==> src/design/sap_pkg.sv <==
// Shared types, constants and codes of the shelf atlas packer.
package sap_pkg;

  // Largest layer side in texels and largest number of layers in an atlas.
  localparam logic [12:0] MAX_SIDE = 13'd4096;
  localparam logic [11:0] MAX_LAYERS = 12'd2048;

  // Row start saturates here when a row wraps.
  localparam logic [12:0] ROW_SAT = 13'd8191;

  // Register reset values.
  localparam logic [12:0] RESET_LAYER_WIDTH = 13'd1024;
  localparam logic [12:0] RESET_LAYER_HEIGHT = 13'd1024;
  localparam logic [11:0] RESET_LAYER_COUNT = 12'd256;
  localparam logic [3:0] RESET_PADDING = 4'd2;

  // Configuration register indexes.
  localparam logic [1:0] REG_LAYER_WIDTH = 2'd0;
  localparam logic [1:0] REG_LAYER_HEIGHT = 2'd1;
  localparam logic [1:0] REG_LAYER_COUNT = 2'd2;
  localparam logic [1:0] REG_PADDING = 2'd3;

  // Operation codes.
  localparam logic OP_PLACE = 1'b0;
  localparam logic OP_CLEAR = 1'b1;

  typedef enum logic [1:0] {
    STATUS_PLACED = 2'd0,
    STATUS_EMPTY = 2'd1,
    STATUS_TOO_LARGE = 2'd2,
    STATUS_CLEARED = 2'd3
  } sap_status_t;

  typedef struct packed {
    logic opcode;
    logic [12:0] rect_width;
    logic [12:0] rect_height;
  } sap_in_t;

  typedef struct packed {
    sap_status_t status;
    logic [11:0] pos_x;
    logic [11:0] pos_y;
    logic [10:0] layer;
    logic [15:0] atlas_number;
    logic atlas_started;
  } sap_out_t;

  typedef struct packed {
    logic [12:0] layer_width;
    logic [12:0] layer_height;
    logic [11:0] layer_count;
    logic [3:0] padding;
  } sap_cfg_t;

  typedef struct packed {
    logic [12:0] cursor_col;
    logic [12:0] cursor_row;
    logic [12:0] row_height;
    logic [10:0] cur_layer;
    logic [15:0] atlas_seq;
    logic atlas_open;
  } sap_state_t;

endpackage

==> src/design/sap_step.sv <==
// Placement logic: next packing state and result for one item.
module sap_step
  import sap_pkg::*;
(
  input sap_cfg_t cfg,
  input sap_state_t state,
  input sap_in_t item,
  output sap_state_t state_next,
  output sap_out_t result
);

  logic [12:0] lw;
  logic [12:0] lh;
  logic [11:0] layers;
  logic open_first;
  logic [12:0] col0, row0, rh0;
  logic [11:0] li0;
  logic [15:0] seq0;
  logic wrap;
  logic [13:0] row_sum;
  logic [12:0] row_wrapped;
  logic [12:0] col1, row1, rh1;
  logic down;
  logic [11:0] li1;
  logic [12:0] col2, row2, rh2;
  logic reopen;
  logic [11:0] li2;
  logic [15:0] seq2;
  logic [12:0] rh_pad;

  // Effective layer size and layer count after clamping.
  always_comb begin
    lw = (cfg.layer_width > MAX_SIDE) ? MAX_SIDE : cfg.layer_width;
    lh = (cfg.layer_height > MAX_SIDE) ? MAX_SIDE : cfg.layer_height;
    if (cfg.layer_count == 12'd0) begin
      layers = 12'd1;
    end else if (cfg.layer_count > MAX_LAYERS) begin
      layers = MAX_LAYERS;
    end else begin
      layers = cfg.layer_count;
    end
  end

  // Shelf placement: open an atlas, wrap the row, move to the next layer,
  // and open a fresh atlas when the layers are used up.
  always_comb begin
    open_first = ~state.atlas_open;
    col0 = open_first ? 13'd0 : state.cursor_col;
    row0 = open_first ? 13'd0 : state.cursor_row;
    rh0 = open_first ? 13'd0 : state.row_height;
    li0 = open_first ? 12'd0 : {1'b0, state.cur_layer};
    seq0 = open_first ? state.atlas_seq + 16'd1 : state.atlas_seq;

    wrap = ({1'b0, col0} + {1'b0, item.rect_width}) > {1'b0, lw};
    row_sum = {1'b0, row0} + {1'b0, rh0};
    row_wrapped = (row_sum > {1'b0, ROW_SAT}) ? ROW_SAT : row_sum[12:0];
    col1 = wrap ? 13'd0 : col0;
    row1 = wrap ? row_wrapped : row0;
    rh1 = wrap ? 13'd0 : rh0;

    down = ({1'b0, row1} + {1'b0, item.rect_height}) > {1'b0, lh};
    li1 = down ? li0 + 12'd1 : li0;
    col2 = down ? 13'd0 : col1;
    row2 = down ? 13'd0 : row1;
    rh2 = down ? 13'd0 : rh1;

    reopen = (li1 >= layers);
    li2 = reopen ? 12'd0 : li1;
    seq2 = reopen ? seq0 + 16'd1 : seq0;
    if (reopen) begin
      col2 = 13'd0;
      row2 = 13'd0;
      rh2 = 13'd0;
    end

    rh_pad = item.rect_height + {9'd0, cfg.padding};
  end

  // Select the outcome of the item.
  always_comb begin
    state_next = state;
    result = '0;
    if (item.opcode == OP_CLEAR) begin
      state_next.cursor_col = 13'd0;
      state_next.cursor_row = 13'd0;
      state_next.row_height = 13'd0;
      state_next.cur_layer = 11'd0;
      state_next.atlas_open = 1'b0;
      result.status = STATUS_CLEARED;
    end else if (item.rect_width == 13'd0 || item.rect_height == 13'd0) begin
      result.status = STATUS_EMPTY;
    end else if (item.rect_width > lw || item.rect_height > lh) begin
      result.status = STATUS_TOO_LARGE;
    end else begin
      state_next.cursor_col = col2 + item.rect_width + {9'd0, cfg.padding};
      state_next.cursor_row = row2;
      state_next.row_height = (rh_pad > rh2) ? rh_pad : rh2;
      state_next.cur_layer = li2[10:0];
      state_next.atlas_seq = seq2;
      state_next.atlas_open = 1'b1;
      result.status = STATUS_PLACED;
      result.pos_x = col2[11:0];
      result.pos_y = row2[11:0];
      result.layer = li2[10:0];
      result.atlas_number = seq2;
      result.atlas_started = open_first | reopen;
    end
  end

endmodule

==> src/design/shelf_atlas_packer.sv <==
// Top level of the shelf atlas packer: registers, state and output skid stage.
// A result is registered at its item's transfer: in the result register, or in the skid entry while a result waits.
// Throughput: one item per cycle while in_stall is low; the packing state is updated in one pass.
// A two-entry output stage (result register plus skid) keeps the input open
// while one result waits. Reset clears the packing state, the output stage
// and loads the registers with their reset values; no clearing pass.
module shelf_atlas_packer
  import sap_pkg::*;
(
  input logic clk,
  input logic rst,
  input logic in_valid,
  output logic in_stall,
  input sap_in_t in_item,
  output logic out_valid,
  input logic out_stall,
  output sap_out_t out_item,
  input logic cfg_valid,
  output logic cfg_ready,
  input logic [1:0] cfg_index,
  input logic [12:0] cfg_data
);

  sap_cfg_t cfg;
  sap_state_t state;
  sap_state_t state_next;
  sap_out_t result;
  sap_out_t skid_item;
  logic skid_valid;
  logic accept;
  logic out_take;

  assign cfg_ready = 1'b1;
  assign in_stall = skid_valid;
  assign accept = in_valid & ~skid_valid;
  assign out_take = out_valid & ~out_stall;

  // Configuration registers.
  always_ff @(posedge clk) begin
    if (rst) begin
      cfg.layer_width <= RESET_LAYER_WIDTH;
      cfg.layer_height <= RESET_LAYER_HEIGHT;
      cfg.layer_count <= RESET_LAYER_COUNT;
      cfg.padding <= RESET_PADDING;
    end else if (cfg_valid && cfg_ready) begin
      case (cfg_index)
        REG_LAYER_WIDTH: cfg.layer_width <= cfg_data;
        REG_LAYER_HEIGHT: cfg.layer_height <= cfg_data;
        REG_LAYER_COUNT: cfg.layer_count <= cfg_data[11:0];
        REG_PADDING: cfg.padding <= cfg_data[3:0];
        default: ;
      endcase
    end
  end

  sap_step u_step (
    .cfg(cfg),
    .state(state),
    .item(in_item),
    .state_next(state_next),
    .result(result)
  );

  // Packing state advances on every input transfer.
  always_ff @(posedge clk) begin
    if (rst) begin
      state <= '0;
    end else if (accept) begin
      state <= state_next;
    end
  end

  // Result register with a skid entry behind it.
  always_ff @(posedge clk) begin
    if (rst) begin
      out_valid <= 1'b0;
      skid_valid <= 1'b0;
    end else if (out_take || !out_valid) begin
      if (skid_valid) begin
        out_item <= skid_item;
        out_valid <= 1'b1;
        skid_valid <= 1'b0;
      end else begin
        out_valid <= accept;
        if (accept) begin
          out_item <= result;
        end
      end
    end else if (accept) begin
      skid_valid <= 1'b1;
      skid_item <= result;
    end
  end

`ifndef NO_ASSERTIONS
  // The skid entry only fills behind a waiting result.
  a_skid_behind_out: assert property (@(posedge clk) disable iff (rst)
    skid_valid |-> out_valid)
    else $error("skid entry holds a result while the output is empty");

  // A waiting skid result moves up once the output transfer completes.
  a_skid_drains: assert property (@(posedge clk) disable iff (rst)
    (skid_valid && out_take) |=> (out_valid && !skid_valid))
    else $error("skid result lost after output transfer");

  // With no atlas open the packing sits at layer zero.
  a_closed_layer_zero: assert property (@(posedge clk) disable iff (rst)
    !state.atlas_open |-> (state.cur_layer == 11'd0))
    else $error("layer index set while no atlas is open");

  // A clear closes the atlas.
  a_clear_closes: assert property (@(posedge clk) disable iff (rst)
    (accept && in_item.opcode == OP_CLEAR) |=> !state.atlas_open)
    else $error("atlas still open after clear");

  // Only a placement can report a new atlas.
  a_started_placed: assert property (@(posedge clk) disable iff (rst)
    (out_valid && out_item.atlas_started) |-> (out_item.status == STATUS_PLACED))
    else $error("atlas start flagged on a result that placed nothing");
`endif

endmodule

==> config.mk <==
export PLATFORM = sky130hd
export DESIGN_NAME = shelf_atlas_packer
export DESIGN_NICKNAME = d
export VERILOG_FILES = /design/src/design/sap_pkg.sv /design/src/design/sap_step.sv /design/src/design/shelf_atlas_packer.sv
export SDC_FILE = /design/constraint.sdc
export NUM_CORES = 1
export LEC_CHECK = 0
export BUFFER_PORTS_ARGS = -buffer_cell sky130_fd_sc_hd__buf_2
export CAP_MARGIN = 20
export CORE_UTILIZATION = 59
export CTS_CLUSTER_SIZE = 10
export DETAILED_ROUTE_END_ITERATION = 10
export PLACE_DENSITY = 0.84
export REMOVE_ABC_BUFFERS = 1
export SYNTH_ARGS = -nofsm -noshare
export SYNTH_HDL_FRONTEND = slang
export SYNTH_SLANG_ARGS = --single-unit
export TNS_END_PERCENT = 5
==> constraint.sdc <==
create_clock -name clk -period 22 [get_ports clk]
set_input_delay 6.6 -clock clk [delete_from_list [all_inputs] [get_ports clk]]
set_output_delay 6.6 -clock clk [all_outputs]
set_load 0.05 [all_outputs]
; ---- Word-level counts from Yosys, hierarchy flattened
; Index checks and enable logic that the tools add are counted.
[word_totals]
register_bits = 219
wordCells = 113
out_inout_bits = 57
[classes]
n_reduce_logical = 18
bitwise_logic = 11
mux = 36
eq_ne = 5
order_cmp = 10
add_sub_neg = 9
[op_table]
columns = cell, count
row1 = two-way mux 13 bit, 16
row2 = two-way mux 52 bit, 3
row3 = two-way mux 67 bit, 2
row4 = two-way mux 54 bit, 2
row5 = two-way mux 50 bit, 1
row6 = adder 13 x 13 -> 14 bit, 3
row7 = greater-than comparator 13 bit, 3
row8 = two-way mux 12 bit, 3
row9 = "adder 16 x 1 -> 16 bit, second input constant", 2
row10 = two-way mux 16 bit, 2
row11 = greater-than comparator 14 x 13 -> 1 bit, 2
row12 = adder 13 x 4 -> 13 bit, 2
row13 = "greater-than comparator 13 bit, second input constant", 2
row14 = logical NOT 13 bit, 2
row15 = two-way mux 11 bit, 2
row16 = "greater-than comparator 14 x 13 -> 1 bit, second input constant", 1
row17 = adder 13 bit, 1
row18 = "adder 12 x 1 -> 12 bit, second input constant", 1
row19 = >= comparator 12 bit, 1
row20 = "greater-than comparator 12 bit, second input constant", 1
row21 = logical NOT 12 bit, 1
row22 = AND reduction 3 bit, 3
row23 = inverter 1 bit, 8
row24 = AND reduction 2 bit, 4
row25 = 13 further kinds, 21

; ---- Logic depth before layout (Yosys ltp)
[depth]
word_depth = 15
depth_mapped = 63

; ---- Modules after synthesis
; A second synthesis with hierarchy kept.
[unflattened]
hier_cells = 1753
area_unflattened_um2 = 15180.8
[modules_own_cells]
columns = mod, n_inst, seq_area_each_um2, area_each_um2, cells_per_inst
row1 = shelf_atlas_packer, 1, 5465.2, 7786.2, 654
row2 = sap_step, 1, 0.0, 7394.6, 1099

; ---- Least setup slack after synthesis
; OpenSTA, ideal clock, no wires.
[synth_path]
path_kind = input -> register
from = in in_item[13] in the netlist's numbering
to = reg state[65] (netlist name)
arrival_ps = 18116
path_slack_ps = 3760
path_buffers = 2
required_time_ps = 21876
setup_time_ps = 124
cell_stages = 56
cell_sequence = ha_1 -> inv_1 -> fa_1 -> nor2b_1 -> or3_1 -> o2111ai_1 -> a311oi_1 -> a211oi_1 -> a21oi_1 -> nand2b_1 -> a221oi_1 -> ha_1 -> o21ai_0 -> a21oi_1 -> o41ai_1 -> o311ai_2 -> clkbuf_1 -> o22ai_1 -> [20 not listed] -> o21a_1 -> o21a_1 -> or2_2 -> clkbuf_1 -> nand2_1 -> nand3_1 -> nor2_1 -> fa_1 -> ha_1 -> fa_1 -> a21o_1 -> a21oi_1 -> o21bai_1 -> a21oi_1 -> o21ai_0 -> a31oi_1 -> xor2_1 -> o21ai_0
[synth_via]
elab_chain_len = 13
[synth_rtl]
columns = element, line_no
row1 = start: declaration, shelf_atlas_packer.sv:14  ; input sap_in_t in_item,
row2 = adder 13 x 13 -> 14 bit, sap_step.sv:54  ; wrap = ({1'b0, col0} + {1'b0, item.rect_width}) > {1'b0, lw};
row3 = greater-than comparator 14 x 13 -> 1 bit, sap_step.sv:54
row4 = two-way mux 13 bit, sap_step.sv:58  ; row1 = wrap ? row_wrapped : row0;
row5 = adder 13 x 13 -> 14 bit, sap_step.sv:61  ; down = ({1'b0, row1} + {1'b0, item.rect_height}) > {1'b0, lh};
row6 = greater-than comparator 14 x 13 -> 1 bit, sap_step.sv:61
row7 = two-way mux 12 bit, sap_step.sv:62  ; li1 = down ? li0 + 12'd1 : li0;
row8 = >= comparator 12 bit, sap_step.sv:67  ; reopen = (li1 >= layers);
row9 = two-way mux 13 bit, sap_step.sv:70  ; if (reopen) begin
row10 = adder 13 bit, sap_step.sv:95  ; state_next.cursor_col = col2 + item.rect_width + {9'd0, cfg.padding};
row11 = adder 13 x 4 -> 13 bit, sap_step.sv:95
row12 = two-way mux 67 bit, sap_step.sv:92  ; end else if (item.rect_width > lw || item.rect_height > lh) begin
row13 = two-way mux 67 bit, sap_step.sv:90  ; end else if (item.rect_width == 13'd0 || item.rect_height == 13'd0) begin
row14 = two-way mux 50 bit, sap_step.sv:83  ; if (item.opcode == OP_CLEAR) begin
; Parallel ways exist; a longest one is shown, timed or not. The select of a mux whose other input is x is not followed.
; A chain may end at the register's enable or synchronous reset.

; ---- Worst setup path after layout
[layout_path]
from = in in_item[13] in the netlist's numbering
to = reg state[65] (netlist name)
[layout_via]
elab_chain_len = 13
[layout_rtl]
columns = element, line_no
row1 = adder 13 x 13 -> 14 bit, sap_step.sv:54
row2 = greater-than comparator 14 x 13 -> 1 bit, sap_step.sv:54
row3 = two-way mux 13 bit, sap_step.sv:58
row4 = adder 13 x 13 -> 14 bit, sap_step.sv:61
row5 = greater-than comparator 14 x 13 -> 1 bit, sap_step.sv:61
row6 = two-way mux 12 bit, sap_step.sv:62
row7 = >= comparator 12 bit, sap_step.sv:67
row8 = two-way mux 13 bit, sap_step.sv:70
row9 = adder 13 bit, sap_step.sv:95
row10 = adder 13 x 4 -> 13 bit, sap_step.sv:95
row11 = two-way mux 67 bit, sap_step.sv:92
row12 = two-way mux 67 bit, sap_step.sv:90
row13 = two-way mux 50 bit, sap_step.sv:83
; Parallel ways exist; a longest one is shown, timed or not. The select of a mux whose other input is x is not followed.

==> impl_metrics.csv <==
group,metric,value,unit
logic_synthesis,seq_area_frac_synth,0.373,
timing,max_freq,51.2,MHz
power,powerDensity,63.7,nW/µm²
logic_synthesis,ys_warn_count,0,
finish,drive_gt1_frac,0.111,
timing,post-route-period-util,0.888,
timing,maxSlewViolCount,0,
finish,utilization,0.663,
timing,slew_headroom,0.313,
worst_setup_path,slowest_stage,"a221oi_4",
worst_setup_path,max_stage_delay,0.66,ns
global_route,grt_pass1_vias,12000,
power,p_leak,6.27,nW
power,p_sw_frac,0.289,
routing,wl_per_cell,18.6,µm
clocking,postCtsSetupBuffers,0,
status,status,"finished, final reports clean",
timing,rsz0062_at_grt,"false",
timing,hold_viol,0,
clocking,cts_resized,0,
worst_setup_path,critPathKind,"in -> reg",
power,p_int,0.730,mW
worst_setup_path,r2r_slack,7.30,ns
routing,firstDrtPassIters,7,
logic_synthesis,synth-edff-count,108,
floorplan,initial_core_util,0.603,
finish,syn_to_final_growth,10.0,%
power,p_seq_frac,0.431,
clocking,cts_buffers,26,
floorplan,dieWidth,160,µm
power,vdd_drop_max,0.0561,mV
worst_setup_path,r2r_cells,57,
power,switching_power,0.297,mW
logic_synthesis,async_reset_ff_frac,0,
floorplan,die_h,160,µm
worst_setup_path,critical_path_buf_inv_count,4,
finish,layout.nets,1936,
clocking,root_buffer,"clkbuf_16",
global_route,grt.total_usage,0.299,
routing,vias,13000,
logic_synthesis,synth-main-ff-cell,"dfxtp_1",
logic_synthesis,synthCells,1679,
routing,wirelength,38900,µm
placed_design,gp_congestion,0.949,
timing,finalCriticalPeriod,19.53,ns
routing,via_per_inst,6.21,
min_path,hold_path_end,"state[50]",
placed_design,port-buffer-count,102,
worst_setup_path,cp_top_family,"compound AO/OA/AOI/OAI gates",
finish,final_area,16100,µm²
floorplan,row_count,57,
clocking,clkTransAtPathRegs,0.06,ns
global_route,grt_antenna_before_repair,1,
min_path,hp-start,"state[50]",
clocking,cts_tree,"yes",
clocking,holdBufCountCts,0,
global_route,grt_pass1_wl,61500,µm
logic_synthesis,synth_area_per_cell,8.73,µm²
logic_synthesis,synth-seq-cells,219,
power,p_clk_frac,0.383,
placed_design,dpl_cell_area,15300,µm²
global_route,grt-ovfl-total,0,
finish,multiInputGateArea,8600,µm²
logic_synthesis,synth_area,14700,µm²
clocking,insertion_delay,0.54,ns
floorplan,io-pin-count,104,
finish,seqCellArea,5470,µm²
worst_setup_path,crit_top_cell,"a21oi_1",
run,max_cap_violations,0,
floorplan,die-area,25500,µm²
routing,ant_nets,0,
logic_synthesis,synth.distinct_cells,93,
clocking,htreeDepth,1,
timing,setup_violations,0,
worst_setup_path,worstPathMaxFanout,14,
timing,finClkSkew,0.0118,ns
clocking,cts_sinks,219,
power,comb_power_share,0.186,
placed_design,dp_hpwl,28200,µm
routing,drt_iter0_drc,1105,
finish,n_fill_cell,1972,
timing,fin_ws,2.47,ns
worst_setup_path,cp-start-kind,"primary input",
worst_setup_path,required,22.41,ns
clocking,cts_buffer_depth,3,
power,total_power,1.03,mW
routing,drc,0,
global_route,grt_max_degree,85,
worst_setup_path,timing.rr.end,"state[65]",
timing,tightest_slew,1.02,ns
worst_setup_path,crit_arrival,19.94,ns
floorplan,core-area,24300,µm²
timing,setup_tns,0,ns
worst_setup_path,r2r-start,"state[0]",
min_path,hold-path-cell-count,2,
placed_design,dpl_worst_slack,2.24,ns
worst_setup_path,critPathCaptureType,"register",
min_path,hold_class,"reg -> reg",
## worst max path at each step
stage	slack, ns	to	start	depth (start not counted)
after floorplan	3.91	state[65]	in_item[13]	54
after global routing	1.66	state[65]	in_item[13]	56
after global placement	2.78	state[65]	in_item[13]	56
final	2.47	state[65]	in_item[13]	56
after CTS	2.73	state[65]	in_item[13]	56
after detailed placement	2.24	state[65]	in_item[13]	56
## metrics by stage
step                      hold slack [ns]  instances
final                               0.446       2086
after CTS                           0.444       2083
after global routing                0.469       2085
after detailed placement            0.437       2038
after floorplan                     0.417       1600
after global placement              0.425       2037
## state kept, by name, indices dropped and copies added (netlist names)
| name | flops |
|---|---|
| out_item | 54 |
| skid_item | 54 |
| out_valid | 1 |
| state | 67 |
| in_stall | 1 |
| cfg | 42 |
## metal layers
metal / GRT usage / routed length, µm
met2: 0.481 / 17900
met5: 0 / 0
met3: 0.0553 / 3300
met4: 0.107 / 1220
met1: 0.403 / 16500
## tightest hold or removal path, stage by stage, from the launching register on
cell     delay, ns
dfxtp_1       0.30
nand2_1       0.05
o21ai_1       0.05
## kinds of logic after synthesis
family,Yosys count,synth area share
and+or+nand+nor,673,0.214
AOI/OAI and AO/OA,378,0.172
DFF,219,0.373
buffers and inverters,151,0.0423
adders and majority gates,148,0.130
xor gates and xnor gates,90,0.0543
muxes,19,0.0141
other,1,0.000256
## power groups by stage
| stage | clock, mW | sequential [mW] | combinational [mW] |
|---|---|---|---|
| after floorplan | 0 | 0.466 | 0.112 |
| after global placement | 0 | 0.450 | 0.182 |
| after detailed placement | 0 | 0.451 | 0.187 |
| after CTS | 0.395 | 0.442 | 0.188 |
| after global routing | 0.412 | 0.443 | 0.208 |
| final | 0.393 | 0.442 | 0.191 |
## synth_stat cells, drive strengths merged, types with 6 or more instances
cell type / count / area, µm²
nor2b: 16 / 100
xor2: 36 / 323
o21ai: 97 / 485
nand4: 27 / 169
nand3: 55 / 288
o22ai: 12 / 75.1
a22oi: 13 / 97.6
and2: 33 / 209
xnor2: 54 / 473
or3: 13 / 81.3
ha: 136 / 1700
mux2i: 6 / 60.1
o21bai: 8 / 60.1
a21o: 25 / 189
a211oi: 12 / 95.1
a31oi: 9 / 56.3
dfxtp: 111 / 2220
inv: 71 / 267
mux2: 13 / 146
nand2: 275 / 1030
or2: 7 / 43.8
clkbuf: 57 / 215
nor4: 16 / 106
buf: 22 / 135
nand2b: 14 / 87.6
and3: 16 / 105
fa: 9 / 180
o41ai: 7 / 80.1
o21a: 12 / 90.1
nor3: 33 / 175
a21oi: 101 / 509
nor2: 143 / 537
edfxtp: 108 / 3240
o31ai: 30 / 277
## layout make-up
type / instances / area share
Tap cell: 324 / 0.0251
Multi-Input combinational cell: 1309 / 0.533
Inverter: 72 / 0.0168
Timing Repair Buffer: 116 / 0.0383
Clock buffer: 44 / 0.0464
Antenna cell: 1 / 0.000155
Clock inverter: 1 / 0.00101
Sequential cell: 219 / 0.339
## cells in the final DEF (no fill, tap or decap), types with 16 or more instances in the layout
cell,instances
edfxtp_1,108
o31ai_1,25
inv_1,71
a21o_1,24
nand3_1,54
xnor2_1,54
clkbuf_16,26
a21oi_1,100
nand4_1,27
nor2b_1,16
ha_1,136
dfxtp_1,110
o21ai_0,89
xor2_1,35
nor3_1,30
nor2_1,143
buf_2,104
and2_1,32
nand2_1,275
No activity file was read; power rests on OpenSTA's default activity.
